## config.mk

```make
export PLATFORM = sky130hd
export DESIGN_NAME = positional_pid_integral_separation_flat
export DESIGN_NICKNAME = d
export VERILOG_FILES = /design/src/hdl/pid_is_pkg.sv /design/src/hdl/pid_is_if.sv /design/src/hdl/positional_pid_integral_separation.sv /design/src/flat_wrapper.sv
export SDC_FILE = /design/constraint.sdc
export NUM_CORES = 2
export LEC_CHECK = 0
export BUFFER_PORTS_ARGS = -buffer_cell sky130_fd_sc_hd__buf_2
export CORE_ASPECT_RATIO = 1.4
export CORE_MARGIN = 8
export CORE_UTILIZATION = 65
export CTS_CLUSTER_SIZE = 20
export DETAILED_ROUTE_END_ITERATION = 8
export PLACE_DENSITY_LB_ADDON = 0.25
export SYNTH_ARGS = -nofsm -noshare
export SYNTH_HDL_FRONTEND = slang
export SYNTH_SLANG_ARGS = --single-unit
export TNS_END_PERCENT = 100
```

## constraint.sdc

```tcl
create_clock -name clk_i -period 14.16 [get_ports clk_i]
set_input_delay 2.832 -clock clk_i [delete_from_list [all_inputs] [get_ports clk_i]]
set_output_delay 2.832 -clock clk_i [all_outputs]
set_load 0.02 [all_outputs]
```

## src/hdl/pid_is_pkg.sv

```systemverilog
// pid_is_pkg: shared widths, reset values and register indexes for the
// positional pid block with integral separation. no dependencies.
`timescale 1ns / 1ps
`default_nettype none

package pid_is_pkg;

  localparam int DATA_WIDTH_DEF = 16;
  localparam int GAIN_FRAC_DEF  = 16;

  localparam int GAIN_W      = 32;
  localparam int TICK_W      = 32;
  localparam int INT_W       = 32;
  localparam int LIMIT_W     = 31;
  localparam int THRESH_W    = 17;
  localparam int OUT_LIMIT_W = 15;
  localparam int DRIVE_W     = 16;
  localparam int DIGIT_W     = 16;

  localparam int CFG_IDX_W  = 3;
  localparam int CFG_DATA_W = 32;

  localparam logic [LIMIT_W-1:0]     INT_LIMIT_RST  = LIMIT_W'(10000);
  localparam logic [THRESH_W-1:0]    SEP_THRESH_RST = THRESH_W'(3000);
  localparam logic [OUT_LIMIT_W-1:0] OUT_LIMIT_RST  = OUT_LIMIT_W'(32767);

  typedef enum logic [CFG_IDX_W-1:0] {
    CFG_P_GAIN     = 3'd0,
    CFG_I_GAIN     = 3'd1,
    CFG_D_GAIN     = 3'd2,
    CFG_INT_LIMIT  = 3'd3,
    CFG_SEP_THRESH = 3'd4,
    CFG_OUT_LIMIT  = 3'd5,
    CFG_SEP_MODE   = 3'd6
  } cfg_idx_e;

endpackage

`default_nettype wire

```

## src/hdl/pid_is_if.sv

```systemverilog
// pid_is_if: valid/ready stream interfaces for the pid block, one for the
// measurement channel and one for the drive channel. depends on pid_is_pkg.
`timescale 1ns / 1ps
`default_nettype none

interface pid_is_in_if #(
  parameter int DATA_WIDTH = pid_is_pkg::DATA_WIDTH_DEF
);
  logic                                valid;
  logic                                ready;
  logic signed [DATA_WIDTH-1:0]        measured;
  logic signed [DATA_WIDTH-1:0]        target;
  logic [pid_is_pkg::TICK_W-1:0]       now_ticks;

  modport source (output valid, measured, target, now_ticks, input ready);
  modport sink   (input valid, measured, target, now_ticks, output ready);
endinterface

interface pid_is_out_if;
  logic                                valid;
  logic                                ready;
  logic signed [pid_is_pkg::DRIVE_W-1:0] drive;
  logic                                clamped;

  modport source (output valid, drive, clamped, input ready);
  modport sink   (input valid, drive, clamped, output ready);
endinterface

`default_nettype wire

```

## src/hdl/positional_pid_integral_separation.sv

```systemverilog
// positional pid controller with clamp or separation anti-windup.
// depends on pid_is_pkg and the stream interfaces in pid_is_if.
//
//   channel  direction  handshake        payload
//   in_if    sink       valid / ready    measured, target, now_ticks
//   out_if   source     valid / ready    drive, clamped
//   cfg      input      cfg_we_i         cfg_idx_i, cfg_data_i
//
// each transaction is sequenced in steps: a restoring divider retires one
// quotient bit per cycle for the derivative, then one 32x16 multiplier is
// reused for the digits of each of the three terms (two at the default width),
// with a product step and an accumulate step per digit.
// in_if.ready is high only while idle; a finished result waits in the output
// register and the sequencer holds in its last step until that register frees.
// rst_ni clears the controller state and loads register reset values.
`timescale 1ns / 1ps
`default_nettype none

module positional_pid_integral_separation #(
  parameter int DATA_WIDTH     = pid_is_pkg::DATA_WIDTH_DEF,
  parameter int GAIN_FRAC_BITS = pid_is_pkg::GAIN_FRAC_DEF
) (
  input  logic                              clk_i,
  input  logic                              rst_ni,
  pid_is_in_if.sink                         in_if,
  pid_is_out_if.source                      out_if,
  input  logic                              cfg_we_i,
  input  logic [pid_is_pkg::CFG_IDX_W-1:0]  cfg_idx_i,
  input  logic [pid_is_pkg::CFG_DATA_W-1:0] cfg_data_i
);
  import pid_is_pkg::*;

  localparam int ERR_W     = DATA_WIDTH + 1;
  localparam int DIFF_W    = DATA_WIDTH + 2;
  localparam int NUM_W     = DATA_WIDTH + 9;
  localparam int OP_W      = (NUM_W > INT_W) ? NUM_W : INT_W;
  localparam int NDIG      = (OP_W + DIGIT_W - 1) / DIGIT_W;
  localparam int DIG_CNT_W = $clog2(NDIG);
  localparam int DIV_CNT_W = $clog2(NUM_W);
  localparam int ACC_W     = OP_W + 43;
  localparam int SH        = GAIN_FRAC_BITS + 8;
  localparam int Q_W       = ACC_W - SH;
  localparam int PROD_W    = GAIN_W + DIGIT_W;
  localparam int SHAMT_W   = $clog2(8 + DIGIT_W * NDIG + 1);

  localparam logic signed [INT_W-1:0] INT_POS_MAX = {1'b0, {(INT_W-1){1'b1}}};
  localparam logic signed [INT_W-1:0] INT_NEG_MAX = {1'b1, {(INT_W-1){1'b0}}};

  typedef enum logic [3:0] {
    ST_IDLE, ST_PREP, ST_DIV, ST_INT_SEL, ST_INT_ADD,
    ST_LOAD, ST_MUL, ST_ADD, ST_NORM, ST_FIN
  } state_e;

  typedef enum logic [1:0] {TERM_P, TERM_I, TERM_D} term_e;

  // configuration
  logic [GAIN_W-1:0]      p_gain_q, i_gain_q, d_gain_q;
  logic [LIMIT_W-1:0]     int_limit_q;
  logic [THRESH_W-1:0]    sep_thresh_q;
  logic [OUT_LIMIT_W-1:0] out_limit_q;
  logic                   sep_mode_q;

  // controller state
  state_e                    state_q;
  logic signed [DIFF_W-1:0]  last_err_q;
  logic signed [INT_W-1:0]   integral_q;
  logic [TICK_W-1:0]         last_tick_q;

  // working registers
  logic signed [ERR_W-1:0]   err_q;
  logic [TICK_W-1:0]         elapsed_q;
  logic                      diff_neg_q;
  logic [NUM_W-1:0]          quo_q;
  logic [TICK_W-1:0]         rem_q;
  logic [DIV_CNT_W-1:0]      div_cnt_q;
  logic signed [INT_W-1:0]   int_base_q;
  logic                      int_add_q;
  term_e                     term_q;
  logic [DIG_CNT_W-1:0]      dig_q;
  logic [OP_W-1:0]           opmag_q;
  logic                      opneg_q;
  logic [SHAMT_W-1:0]        shamt_q;
  logic [PROD_W-1:0]         prod_q;
  logic signed [ACC_W-1:0]   acc_q;
  logic [ACC_W-1:0]          mag_q;
  logic                      neg_q;

  // output register
  logic                      out_valid_q;
  logic signed [DRIVE_W-1:0] drive_q;
  logic                      clamped_q;

  logic                      in_accept;
  logic                      out_free;
  logic signed [ERR_W-1:0]   err_d;
  logic [TICK_W-1:0]         elapsed_raw;
  logic [TICK_W-1:0]         elapsed_d;
  logic signed [DIFF_W-1:0]  diff;
  logic [DIFF_W-1:0]         diff_mag;
  logic [TICK_W:0]           rem_sh;
  logic [TICK_W:0]           rem_sub;
  logic                      rem_ge;
  logic [ERR_W-1:0]          err_mag;
  logic                      err_neg;
  logic                      err_pos;
  logic signed [INT_W-1:0]   lim;
  logic signed [INT_W-1:0]   nlim;
  logic                      int_over;
  logic                      int_under;
  logic                      err_within;
  logic signed [INT_W:0]     int_sum;
  logic signed [INT_W-1:0]   int_sat;
  logic [INT_W-1:0]          int_mag;
  logic [GAIN_W-1:0]         gain_sel;
  logic [PROD_W-1:0]         prod_d;
  logic [ACC_W-1:0]          term_add;
  logic [Q_W-1:0]            q_hi;
  logic                      q_over;
  logic [OUT_LIMIT_W-1:0]    q_val;
  logic signed [DRIVE_W-1:0] drive_d;

  assign in_if.ready    = (state_q == ST_IDLE);
  assign in_accept      = in_if.valid && in_if.ready;
  assign out_if.valid   = out_valid_q;
  assign out_if.drive   = drive_q;
  assign out_if.clamped = clamped_q;
  assign out_free       = !out_valid_q || out_if.ready;

  always_comb begin
    err_d       = ERR_W'(in_if.target) - ERR_W'(in_if.measured);
    elapsed_raw = in_if.now_ticks - last_tick_q;
    elapsed_d   = (elapsed_raw == '0) ? TICK_W'(1) : elapsed_raw;

    diff     = DIFF_W'(err_q) - last_err_q;
    diff_mag = diff[DIFF_W-1] ? DIFF_W'(-diff) : DIFF_W'(diff);

    // one restoring division step
    rem_sh  = {rem_q, quo_q[NUM_W-1]};
    rem_sub = rem_sh - {1'b0, elapsed_q};
    rem_ge  = (rem_sh >= {1'b0, elapsed_q});

    err_neg    = err_q[ERR_W-1];
    err_pos    = !err_q[ERR_W-1] && (err_q != '0);
    err_mag    = err_neg ? ERR_W'(-err_q) : ERR_W'(err_q);
    lim        = $signed({1'b0, int_limit_q});
    nlim       = -lim;
    int_over   = (integral_q > lim);
    int_under  = (integral_q < nlim);
    err_within = (INT_W'(err_mag) <= INT_W'(sep_thresh_q));

    int_sum = (INT_W+1)'(int_base_q) + (INT_W+1)'(err_q);
    if (int_sum[INT_W] != int_sum[INT_W-1]) begin
      int_sat = int_sum[INT_W] ? INT_NEG_MAX : INT_POS_MAX;
    end else begin
      int_sat = int_sum[INT_W-1:0];
    end
    int_mag = integral_q[INT_W-1] ? INT_W'(-integral_q) : INT_W'(integral_q);

    case (term_q)
      TERM_P:  gain_sel = p_gain_q;
      TERM_I:  gain_sel = i_gain_q;
      TERM_D:  gain_sel = d_gain_q;
      default: gain_sel = '0;
    endcase

    prod_d   = gain_sel * opmag_q[DIGIT_W-1:0];
    term_add = ACC_W'(prod_q) << shamt_q;

    // truncate toward zero, then clamp the magnitude
    q_hi    = mag_q[ACC_W-1:SH];
    q_over  = (q_hi > Q_W'(out_limit_q));
    q_val   = q_over ? out_limit_q : q_hi[OUT_LIMIT_W-1:0];
    drive_d = neg_q ? -DRIVE_W'(q_val) : DRIVE_W'(q_val);
  end

  always_ff @(posedge clk_i or negedge rst_ni) begin
    if (!rst_ni) begin
      p_gain_q     <= '0;
      i_gain_q     <= '0;
      d_gain_q     <= '0;
      int_limit_q  <= INT_LIMIT_RST;
      sep_thresh_q <= SEP_THRESH_RST;
      out_limit_q  <= OUT_LIMIT_RST;
      sep_mode_q   <= 1'b0;
      state_q      <= ST_IDLE;
      last_err_q   <= '0;
      integral_q   <= '0;
      last_tick_q  <= '0;
      err_q        <= '0;
      elapsed_q    <= '0;
      diff_neg_q   <= 1'b0;
      quo_q        <= '0;
      rem_q        <= '0;
      div_cnt_q    <= '0;
      int_base_q   <= '0;
      int_add_q    <= 1'b0;
      term_q       <= TERM_P;
      dig_q        <= '0;
      opmag_q      <= '0;
      opneg_q      <= 1'b0;
      shamt_q      <= '0;
      prod_q       <= '0;
      acc_q        <= '0;
      mag_q        <= '0;
      neg_q        <= 1'b0;
      out_valid_q  <= 1'b0;
      drive_q      <= '0;
      clamped_q    <= 1'b0;
    end else begin
      if (cfg_we_i) begin
        case (cfg_idx_i)
          CFG_P_GAIN:     p_gain_q     <= cfg_data_i;
          CFG_I_GAIN:     i_gain_q     <= cfg_data_i;
          CFG_D_GAIN:     d_gain_q     <= cfg_data_i;
          CFG_INT_LIMIT:  int_limit_q  <= cfg_data_i[LIMIT_W-1:0];
          CFG_SEP_THRESH: sep_thresh_q <= cfg_data_i[THRESH_W-1:0];
          CFG_OUT_LIMIT:  out_limit_q  <= cfg_data_i[OUT_LIMIT_W-1:0];
          CFG_SEP_MODE:   sep_mode_q   <= cfg_data_i[0];
          default: ;
        endcase
      end

      // in the finish step a departing result is replaced by the new one
      if (out_if.valid && out_if.ready && state_q != ST_FIN) begin
        out_valid_q <= 1'b0;
      end

      case (state_q)
        ST_IDLE: begin
          if (in_accept) begin
            err_q       <= err_d;
            elapsed_q   <= elapsed_d;
            last_tick_q <= in_if.now_ticks;
            state_q     <= ST_PREP;
          end
        end
        ST_PREP: begin
          diff_neg_q <= diff[DIFF_W-1];
          quo_q      <= {diff_mag[DIFF_W-2:0], 8'b0};
          rem_q      <= '0;
          div_cnt_q  <= '0;
          last_err_q <= DIFF_W'(err_q);
          state_q    <= ST_DIV;
        end
        ST_DIV: begin
          rem_q     <= rem_ge ? rem_sub[TICK_W-1:0] : rem_sh[TICK_W-1:0];
          quo_q     <= {quo_q[NUM_W-2:0], rem_ge};
          div_cnt_q <= div_cnt_q + DIV_CNT_W'(1);
          if (div_cnt_q == DIV_CNT_W'(NUM_W - 1)) begin
            state_q <= ST_INT_SEL;
          end
        end
        ST_INT_SEL: begin
          if (!sep_mode_q) begin
            int_add_q <= 1'b1;
            if (int_over) begin
              int_base_q <= lim;
            end else if (int_under) begin
              int_base_q <= nlim;
            end else begin
              int_base_q <= integral_q;
            end
          end else begin
            int_base_q <= integral_q;
            // beyond the limit only errors that pull back toward zero count
            if (int_over) begin
              int_add_q <= err_within && err_neg;
            end else if (int_under) begin
              int_add_q <= err_within && err_pos;
            end else begin
              int_add_q <= err_within;
            end
          end
          state_q <= ST_INT_ADD;
        end
        ST_INT_ADD: begin
          integral_q <= int_add_q ? int_sat : int_base_q;
          term_q     <= TERM_P;
          acc_q      <= '0;
          state_q    <= ST_LOAD;
        end
        ST_LOAD: begin
          dig_q <= '0;
          case (term_q)
            TERM_P: begin
              opmag_q <= OP_W'(err_mag);
              opneg_q <= err_neg;
              shamt_q <= SHAMT_W'(8);
            end
            TERM_I: begin
              opmag_q <= OP_W'(int_mag);
              opneg_q <= integral_q[INT_W-1];
              shamt_q <= SHAMT_W'(8);
            end
            TERM_D: begin
              opmag_q <= OP_W'(quo_q);
              opneg_q <= diff_neg_q;
              shamt_q <= '0;
            end
            default: begin
              opmag_q <= '0;
              opneg_q <= 1'b0;
              shamt_q <= '0;
            end
          endcase
          state_q <= ST_MUL;
        end
        ST_MUL: begin
          prod_q  <= prod_d;
          state_q <= ST_ADD;
        end
        ST_ADD: begin
          acc_q   <= opneg_q ? acc_q - term_add : acc_q + term_add;
          opmag_q <= opmag_q >> DIGIT_W;
          shamt_q <= shamt_q + SHAMT_W'(DIGIT_W);
          dig_q   <= dig_q + DIG_CNT_W'(1);
          if (dig_q == DIG_CNT_W'(NDIG - 1)) begin
            case (term_q)
              TERM_P: begin
                term_q  <= TERM_I;
                state_q <= ST_LOAD;
              end
              TERM_I: begin
                term_q  <= TERM_D;
                state_q <= ST_LOAD;
              end
              default: state_q <= ST_NORM;
            endcase
          end else begin
            state_q <= ST_MUL;
          end
        end
        ST_NORM: begin
          neg_q   <= acc_q[ACC_W-1];
          mag_q   <= acc_q[ACC_W-1] ? ACC_W'(-acc_q) : ACC_W'(acc_q);
          state_q <= ST_FIN;
        end
        ST_FIN: begin
          if (out_free) begin
            drive_q     <= drive_d;
            clamped_q   <= q_over;
            out_valid_q <= 1'b1;
            state_q     <= ST_IDLE;
          end
        end
        default: state_q <= ST_IDLE;
      endcase
    end
  end

endmodule

`default_nettype wire

```

## src/flat_wrapper.sv

```systemverilog
// flat-port wrapper written by rule: the top's interface ports become plain ports
module positional_pid_integral_separation_flat import pid_is_pkg::*;
#(
  parameter int DATA_WIDTH     = pid_is_pkg::DATA_WIDTH_DEF,
  parameter int GAIN_FRAC_BITS = pid_is_pkg::GAIN_FRAC_DEF
)
  (clk_i, rst_ni, cfg_we_i, cfg_idx_i, cfg_data_i, in_if_valid, in_if_measured, in_if_target, in_if_now_ticks, in_if_ready, out_if_valid, out_if_drive, out_if_clamped, out_if_ready);
  pid_is_in_if #(.DATA_WIDTH(DATA_WIDTH)) in_if_i ();
  pid_is_out_if out_if_i ();
  input  logic clk_i;
  input  logic rst_ni;
  input  logic cfg_we_i;
  input  logic [pid_is_pkg::CFG_IDX_W-1:0] cfg_idx_i;
  input  logic [pid_is_pkg::CFG_DATA_W-1:0] cfg_data_i;
  input wire logic [$bits(in_if_i.valid)-1:0] in_if_valid;
  input wire logic [$bits(in_if_i.measured)-1:0] in_if_measured;
  input wire logic [$bits(in_if_i.target)-1:0] in_if_target;
  input wire logic [$bits(in_if_i.now_ticks)-1:0] in_if_now_ticks;
  output wire logic [$bits(in_if_i.ready)-1:0] in_if_ready;
  output wire logic [$bits(out_if_i.valid)-1:0] out_if_valid;
  output wire logic [$bits(out_if_i.drive)-1:0] out_if_drive;
  output wire logic [$bits(out_if_i.clamped)-1:0] out_if_clamped;
  input wire logic [$bits(out_if_i.ready)-1:0] out_if_ready;
  assign in_if_i.valid = in_if_valid;
  assign in_if_i.measured = in_if_measured;
  assign in_if_i.target = in_if_target;
  assign in_if_i.now_ticks = in_if_now_ticks;
  assign in_if_ready = in_if_i.ready;
  assign out_if_valid = out_if_i.valid;
  assign out_if_drive = out_if_i.drive;
  assign out_if_clamped = out_if_i.clamped;
  assign out_if_i.ready = out_if_ready;
  positional_pid_integral_separation #(.DATA_WIDTH(DATA_WIDTH), .GAIN_FRAC_BITS(GAIN_FRAC_BITS)) u_core (.clk_i(clk_i), .rst_ni(rst_ni), .in_if(in_if_i), .out_if(out_if_i), .cfg_we_i(cfg_we_i), .cfg_idx_i(cfg_idx_i), .cfg_data_i(cfg_data_i));
endmodule
```

## Yosys cells after proc, flatten, opt, wreduce, memory -nomap -nowiden

Cells that the tools add are included.

- Order comparisons: 5
- Equality and inequality tests: 25
- Reduce and logical (&&, ||, !) cells: 29
- Add/subtract/negate cells: 16
- Mux-type cells: 41
- Shifts and indexed selects: 1
- Multipliers: 1

Operator list:

| operator | number |
|---|---|
| 2-to-1 mux 32 bit | 9 |
| one-hot mux 32 bit (3 select lines) | 2 |
| 2-to-1 mux 75 bit | 2 |
| one-hot mux 75 bit (2 select lines) | 1 |
| one-hot mux 32 bit (2 select lines) | 2 |
| adder 75 bit | 1 |
| negator 75 bit | 1 |
| left shift 48 x 6 -> 75 bit | 1 |
| subtractor 75 bit | 1 |
| subtractor 32 bit | 2 |
| greater-than comparator 51 x 15 -> 1 bit | 1 |
| one-hot mux 25 bit (2 select lines) | 1 |
| multiplier 32 x 16 -> 48 bit | 1 |
| one-hot mux 4 bit (10 select lines) | 1 |
| 2-to-1 mux 17 bit | 2 |
| negator 17 bit | 2 |
| adder 32 x 17 -> 33 bit | 1 |
| >= comparator 33 x 32 -> 1 bit | 1 |
| greater-than comparator 32 bit | 1 |
| logical NOT 32 bit | 1 |
| less-than comparator 32 bit | 1 |
| negator 31 -> 32 bit | 1 |
| negator 32 bit | 1 |
| 2-to-1 mux 4 bit | 6 |
| 42 further kinds | 75 |

- Bits in registers: 649
- Word-level logic and storage cells: 149
- Input port bits: 104
- Output and inout port bits: 19

## Logic depth before layout (Yosys ltp)

- Depth in word-level cells: 7
- Mapped depth: 33
- Gate-level depth less buffers: 29

## Least setup slack after synthesis

OpenSTA, ideal clock, no wires.

- Path type: flip-flop to flip-flop
- From: register u_core.term_q[1]
- To: register u_core.prod_q[45]
- Setup slack: 6417 ps
- Arrival: 7678 ps
- Setup time: 65 ps
- Cell stages (with the launch flop): 30
- Cell sequence: dfrtp_1 clkbuf_1 clkbuf_1 clkbuf_1 mux2i_1 o21ai_1 clkbuf_1 nand2_1 fa_1 inv_1 fa_1 inv_1 fa_1 inv_1 fa_1 fa_1 inv_1 fa_1 inv_1 ha_1 a21o_1 a21o_1 a21oi_1 a21boi_0 o21ai_0 or3_1 o221ai_1 o21ai_0 nor4b_1 a211o_1

- Longest elaborated chain between the ends: 3

Ends and longest elaborated chain:

| element | line | source |
|---|---|---|
| start: declaration | positional_pid_integral_separation.sv:78 | `term_e term_q;` |
| start signal: assignment | positional_pid_integral_separation.sv:197 | `term_q <= TERM_P;` |
| start signal: assignment | positional_pid_integral_separation.sv:278 | `term_q <= TERM_P;` |
| start signal: assignment | positional_pid_integral_separation.sv:320 | `term_q <= TERM_I;` |
| == test 2 bit (tied with other cells) | positional_pid_integral_separation.sv:159 | `case (term_q)` |
| one-hot mux 32 bit (3 select lines) (*) | positional_pid_integral_separation.sv:159 |  |
| multiplier 32 x 16 -> 48 bit (*) | positional_pid_integral_separation.sv:166 | `prod_d = gain_sel * opmag_q[DIGIT_W-1:0];` |
| end signal: assignment | positional_pid_integral_separation.sv:309 | `prod_q <= prod_d;` |
| end: declaration | positional_pid_integral_separation.sv:83 | `logic [PROD_W-1:0] prod_q;` |

Every way passes the cells marked *; elsewhere a longest branch is shown, timed or not.
A chain may end at the register's enable or synchronous reset.

## Final worst setup path

- From: register u_core.term_q[1]
- To: register u_core.prod_q[42]

The elaborated chain is that of the path after synthesis.

==> results_dict.tcl <==
set metrics [dict create \
    final_layout_size_suffix_gt1_frac 0.0930 \
    grt_pass1_wl_mm 288 \
    syn_area_sq_um 61100 \
    ys.flop_type "dfrtp_1" \
    hold_buffers 0 \
    synth_top_family_by_area "adder cells" \
    final_cell_mix "898 x nand2_1, 724 x inv_1, 589 x dfrtp_1" \
    die_h_um 379 \
    cp-end-kind "register" \
    area_growth_syn_to_layout_pct 6.58 \
    synth_edf_count 0 \
    cap_violations 0 \
    ys_seq_elements 622 \
    avgRoutedWirePerCell_um 21.9 \
    timing.fmax_mhz 113 \
    remaining_drc_errors 0 \
    synth-simple-area-share 0.159 \
    grt_pass1_vias 53200 \
    clock_latency_ns 0.67 \
    antenna_found_initial 6 \
    initial_core_util 0.653 \
    crit_arrival_ns 9.43 \
    critPathKind "reg2reg" \
    core_sq_um 93500 \
    cts_resized 0 \
    synthCells 7029 \
    critPathMaxStageDelay_ns 0.74 \
    max_slew.worst_pin.slew_ns 1.33 \
    layout_commonest_cell "nand2_1" \
    synth-compound-area-share 0.172 \
    outcome "completed" \
    cp_max_fo 51 \
    startpoint_type "register" \
    cts_setup_buffers 0 \
    setup_viol 0 \
    overflow 0 \
    ys_warn_count 0 \
    first_pass_iters 7 \
    muxShareOfSynthArea 0.0609 \
    crit_path_frequent_cell "fa_1" \
    io_buffers 122 \
    drt_iter0_markers 3916 \
    drt-total-wl_mm 181 \
    io_pins 123 \
    hp-class "reg2reg" \
    via_per_inst 6.30 \
    synth_cell_types 96 \
    timing.final.max_slew_violations 0 \
    vias 52000 \
    grt_max_degree 157 \
    synthArstFlopShare 1.00 \
    final_util 0.696 \
    die_area_sq_um 104000 \
    worst_ep_required_time_ns 14.73 \
    h-tree-depth 3 \
    rsz0062_at_grt "false" \
    ys_top_cells_by_area "dfrtp_1 24%, fa_1 14%, ha_1 8.7%" \
    cts_buffer_depth 3 \
    clock-sinks 622 \
    fin_crit_ns 8.86 \
    seq_area_frac_synth 0.255 \
    timing.hold.ws_ns 0.478 \
    cts.clk_slew.worst_paths_ns 0.06 \
    ant_nets 0 \
    fp.dieW_um 275 \
    hold_viol 0 \
    synthXorXnorAreaFrac 0.0598 \
    syn_avg_cell_area_sq_um 8.69 \
    syn-num-nets 7981 \
    yosys.area.top_type "dfrtp_1" \
    worst_path_max_delay_cell "buf_4" \
    dpl.hpwl_mm 138 \
    min_period_over_period 0.626 \
    finalClockSkew_ns 0.0271 \
    synth_fa_ha_area_frac 0.226 \
    tns_ns 0 \
    synth.top_cell.area_share 0.244 \
    nets 7932 \
    cts_tree "done" \
    slew-limit-headroom 0.112 \
    num_rows 133 \
    numCtsBuffers 66 \
    place.gp.congestion 1.04 \
    cts_root_buffer "clkbuf_16" \
    track_usage 0.349 \
]
==> through the flow <==
stage | setup WS [ns] | std cells | cell area, sq um
after floorplan | 6.42 | 7029 | 61100
after global placement | 5.51 | 8127 | 62800
after detailed placement | 5.33 | 8127 | 62800
after CTS | 5.28 | 8248 | 65100
after global routing | 4.81 | 8249 | 65100
final | 5.30 | 8254 | 65100
==> worst max-delay path, delay by kind of cell (launching register included) <==
family | cells | cell delay, ns
adder cells (fa/ha/maj) | 7 | 3.41
AO/OA/AOI/OAI | 10 | 1.93
buffers and inverters | 7 | 1.49
AND/OR/NAND/NOR | 5 | 1.16
flip-flops | 1 | 0.52
XOR/XNOR | 1 | 0.17
==> routing by layer <==
layer / global-route usage / vias to the layer above / routed length, um
met3: 0.0537 / 781 / 10200
met5: 0 / - / 17
met1: 0.388 / 25400 / 66400
met4: 0.262 / 2 / 15700
li1: - / 23900 / -
met2: 0.600 / 1916 / 88600
==> final cells by class <==
class / instances / area [sq um]
fill: 7477 / 28400
multi-input combinational: 5334 / 41500
timing repair buffer: 229 / 1440
sequential: 622 / 15600
tap: 1215 / 1520
inverter: 727 / 2730
clock buffer: 90 / 1900
antenna: 6 / 15.0
clock inverter: 31 / 410
==> sequential cells by signal, summed over array words and instances (netlist names), 17 cells and up <==
signal               flops
u_core.rem_q            32
u_core.elapsed_q        32
u_core.last_err_q       17
u_core.quo_q            25
u_core.last_tick_q      32
u_core.int_limit_q      31
u_core.opmag_q          32
u_core.prod_q           48
u_core.d_gain_q         32
u_core.int_base_q       32
u_core.err_q            17
u_core.p_gain_q         32
u_core.i_gain_q         32
u_core.integral_q       32
u_core.sep_thresh_q     17
u_core.mag_q            51
u_core.acc_q            75
==> worst paths after layout <==
check / from / endpoint / slack (ns) / depth (start not counted)
hold / removal: u_core.mag_q[60]$_DFFE_PN0P_ / u_core.mag_q[60]$_DFFE_PN0P_ / 0.48 / 2
hold reg to reg: u_core.mag_q[60]$_DFFE_PN0P_ / u_core.mag_q[60]$_DFFE_PN0P_ / 0.48 / 2
setup / recovery: u_core.term_q[1]$_DFFE_PN0P_ / u_core.prod_q[42]$_DFFE_PN0P_ / 5.30 / 30
max in group asynchronous: rst_ni / u_core.elapsed_q[29]$_DFFE_PN0P_ / 8.82 / 4
min in group asynchronous: rst_ni / u_core.mag_q[66]$_DFFE_PN0P_ / 2.13 / 1
setup reg to reg: u_core.term_q[1]$_DFFE_PN0P_ / u_core.prod_q[42]$_DFFE_PN0P_ / 5.30 / 30
==> cell usage after synthesis, drive strengths merged, types with 54 or more instances <==
cell	instances
dfrtp	595
xor2	191
nand3	77
inv	724
mux2	221
ha	424
nor2	292
a21oi	369
fa	424
nand4	67
nand2	900
or3	75
a21o	191
mux2i	112
and2	236
o21ai	586
xnor2	226
nand2b	55
nor3	109
a31oi	58
clkbuf	299
o31ai	54
nor2b	59
==> cells by family after synthesis <==
logic type | count (synthesis)
compound gates | 1691
simple gates | 2040
flops | 622
fa+ha+maj | 848
buf+inv | 1073
xor+xnor | 417
mux | 338
Power is not shown: default switching activity piles up to over one toggle a cycle in this logic, so the estimate is an artifact.
